### config.mk
export PLATFORM = sky130hd
export DESIGN_NAME = spc_phase_calc
export DESIGN_NICKNAME = d
export VERILOG_FILES = /design/src/rtl/spc_pkg.sv /design/src/rtl/spc_phase_calc.sv
export SDC_FILE = /design/constraint.sdc
export NUM_CORES = 2
export LEC_CHECK = 0
export BUFFER_PORTS_ARGS = -buffer_cell sky130_fd_sc_hd__clkbuf_2
export CAP_MARGIN = 15
export CORE_ASPECT_RATIO = 0.5
export CORE_UTILIZATION = 39
export DETAILED_ROUTE_END_ITERATION = 7
export PLACE_DENSITY = 0.68
export SYNTH_ARGS = -nofsm -noshare
export SYNTH_HDL_FRONTEND = slang
export SYNTH_SLANG_ARGS = --single-unit
### constraint.sdc
create_clock -name vclk -period 9.2
set_input_delay 0 -clock vclk [all_inputs]
set_output_delay 0 -clock vclk [all_outputs]
set_load 0.01 [all_outputs]
### src/rtl/spc_pkg.sv
// Shared types and constants for the sinusoid phase continuation block.
// No dependencies; imported by every module of the block.
`default_nettype none

package spc_pkg;

    localparam int PHASE_BITS = 24;
    localparam int TIME_BITS  = 32;
    localparam int ID_BITS    = 6;

    localparam logic MODE_PASS = 1'b0;
    localparam logic MODE_CONT = 1'b1;

    typedef struct packed {
        logic [TIME_BITS-1:0]  frame_time;
        logic                  has_track;
        logic [ID_BITS-1:0]    track_id;
        logic [PHASE_BITS-1:0] peak_freq;
        logic [PHASE_BITS-1:0] peak_phase;
        logic                  last_in_frame;
    } spc_in_t;

    typedef struct packed {
        logic [PHASE_BITS-1:0] phase_out;
        logic                  last_out;
    } spc_out_t;

    // one stored track entry: phase and frequency of the previous frame
    typedef struct packed {
        logic [PHASE_BITS-1:0] phase;
        logic [PHASE_BITS-1:0] freq;
    } spc_entry_t;

endpackage

`default_nettype wire

### src/rtl/spc_phase_calc.sv
// Phase arithmetic for one peak: continued track or new track, modulo one turn.
// Combinational; uses spc_pkg.
`default_nettype none

module spc_phase_calc (
    input  wire logic                         hit,
    input  wire logic [spc_pkg::PHASE_BITS:0] dt,
    input  wire logic [spc_pkg::PHASE_BITS-1:0] freq,
    input  wire spc_pkg::spc_entry_t          prev,
    output logic [spc_pkg::PHASE_BITS-1:0]    phase
);
    import spc_pkg::*;

    localparam int W1 = PHASE_BITS + 1;

    logic [W1-1:0]           sum_f;
    logic [2*W1-1:0]         prod_c;
    logic [2*PHASE_BITS-1:0] prod_n;
    logic [W1:0]             inc_full;
    logic [PHASE_BITS-1:0]   phase_cont;

    always_comb begin
        sum_f    = {1'b0, prev.freq} + {1'b0, freq};
        prod_c   = sum_f * dt;
        prod_n   = freq * dt[PHASE_BITS-1:0];
        // half of the summed frequency step, rounded half up
        inc_full = {1'b0, prod_c[W1-1:0]} + {{W1{1'b0}}, 1'b1};
        phase_cont = prev.phase + inc_full[PHASE_BITS:1];
        phase    = hit ? phase_cont : prod_n[PHASE_BITS-1:0];
    end

endmodule

`default_nettype wire
==> impl_results.md <==
* Final WL at 58300 um
* F_max at 112 MHz
* Synth top cells by count: inv_1 (555), fa_1 (448), nand2_1 (377)
* Dpl cells at 3267
* Final TNS setup at 0 ns
* Vias at 16.5k
* Gp weighted congestion at 0.935
* Outcome: completed
* Area Growth Syn to Fin at 11.3%
* Worst stage delay on the critical path at 0.56 ns
* Max_slew headroom at 0.381
* Arrival @ worst endpoint at 8.97 ns
* DPL Wire Length at 48300 um
* Die ar. at 54700 sq um
* Synth area leader: fa_1
* GRT Overall Usage at 0.214
* Synthesized Nets at 3235
* Die height at 166 um
* CP Capture Type: primary output
* Worst Setup SP: freq[0]
* Unique masters post-synth at 67
* Final net count at 3359
* Vias in the first global route at 17.2k
* Yosys warns at 0
* Worst EP required at 9.20 ns
* Via-to-Cell Ratio at 5.02
* Largest net degree at the start of global routing at 42
* Post-synthesis xor/xnor area fraction at 0.0733
* Sequential area share after synthesis at 0
* FF+latch area at 0 sq um
* Initial DRT Pass Iterations at 5
* Final hold vios at 0
* Die Width at 330 um
* Post-synthesis mux area share at 0.00263
* Slew @ Worst Pin at 0.929 ns
* Floorplan core area at 52500 sq um
* Drt initial violations at 1150
* Max Slew Vio Count at 0
* Final design area excluding fillers at 23300 sq um
* FFs & Latches at 0
* Main combinational cell family by area after synthesis: adder cells
* Non-Filler Instances at 3293
* IO buf count at 122
* Fin crit share at 0.975
* Post-Synth Adder-Cell Area at 0.563
* Hold Buf Count CTS at 0
* Hold Crit Class: in2out
* First-pass GRT wire length at 92700 um
* Worst hold start: prev[24]
* Max Cap Viol at 0
* Share of the synthesized area in the top cell type at 0.428
* Final setup fails at 0
* Core Rows at 59
* Compound-cell area share of the yosys netlist at 0.0652
* Clock buf count at 0
* Max Fanout on Critical Path at 13
* Layout cells sized above 1 at 0.126
* Top area cells in the synthesized netlist: fa_1 (43%), ha_1 (13%), inv_1 (10%), and2_1 (7.6%), nand2_1 (6.8%)
* Antenna viol nets, final at 0
* Post-Synthesis Cells at 2464
* Simple-Gate Fraction of Synth Area at 0.176
* Placed Instance Area at 22700 sq um
* CP dominant cell by count: fa_1
* Antenna violations before repair at 7
* Slowest stage cell on the critical path: or4_4
* Residual DRC count at 0
* Crit Path Category: in2out
* Initial core utilization at 0.399
* Count leader, synth: inv_1
* Ports at 122
* CP startpoint kind: input port
* Crit path time final at 8.97 ns
* Worst setup endpoint: phase[23]
* Overflow after GRT at 0
* Post-Syn Area at 20900 sq um
* Post-synthesis area per instance at 8.50 sq um
* DR WL/cell at 17.7 um
-- metrics by stage --
step / util / setup WS [ns] / hold WS (ns)
floorplan: - / 0.285 / 0.153
global placement: 0.432 / 0.0243 / 0.434
detailed placement: 0.432 / -0.141 / 0.430
CTS: 0.433 / 0.00546 / 0.432
global route: 0.444 / -0.0929 / 0.501
finish: 0.444 / 0.232 / 0.438
-- critical path: cells and delay by family --
kind,cells,cell delay (ns)
buffers and inverters,7,0.66
AO/OA/AOI/OAI,9,1.73
adder cells (fa/ha/maj),11,4.14
XOR/XNOR,4,0.55
AND/OR/NAND/NOR,9,1.89
-- per-layer routing --
layer,global-route usage,up-vias,wire (um)
met1,0.294,8388,24600
met5,0,-,0
met3,0.0161,85,3430
met2,0.366,527,28600
li1,-,7532,-
met4,0.0556,0,1600
-- how the worst min path moves through the flow --
stage	slack (ns)	end	depth (start not counted)
floorplan	0.15	phase[0]	2
global placement	0.43	phase[0]	5
detailed placement	0.43	phase[0]	5
CTS	0.43	phase[0]	5
global route	0.50	phase[0]	5
finish	0.44	phase[0]	5
-- area by class of cell --
type / count / area (sq um)
fill: 5085 / 29200
timing repair buffer: 231 / 1470
tap: 701 / 877
inverter: 555 / 2080
antenna: 6 / 15.0
multi-input combinational: 1800 / 18800
-- cell families after synthesis --
family          Yosys count
compound gates          209
mux                       5
xor+xnor                163
fa+ha+maj               673
buf+inv                 664
simple gates            750
-- timing repair --
item,CTS,global route
buffers inserted,1,20
cloned,0,1
hold endpoints to repair,0,0
setup endpoints to repair,2,4
pin swaps,6,75
resized for setup,9,82
-- placed cells by master, fill, tap and decap left out, types with 7 or more instances in the layout --
cell type  netlist  layout
xor2_1          44      40
a21o_1          30      30
nand2b_1        19      18
nor2b_1         18      18
nand3_1         10       7
buf_6            2       7
nand2_1        377     375
buf_4            2     101
and2_1         254     251
ha_4             0       7
a21oi_1         78      66
fa_1           448     444
a21oi_2          1      12
xnor2_2          4      10
nor2_1          39      36
ha_1           225     215
inv_1          555     552
clkbuf_2         1     120
o21bai_1        20      20
xnor2_1        109     101
o21ai_0         32      27
o21a_1           9       9
Power is not shown: default switching activity piles up to over one toggle a cycle in this logic, so the estimate is an artifact.
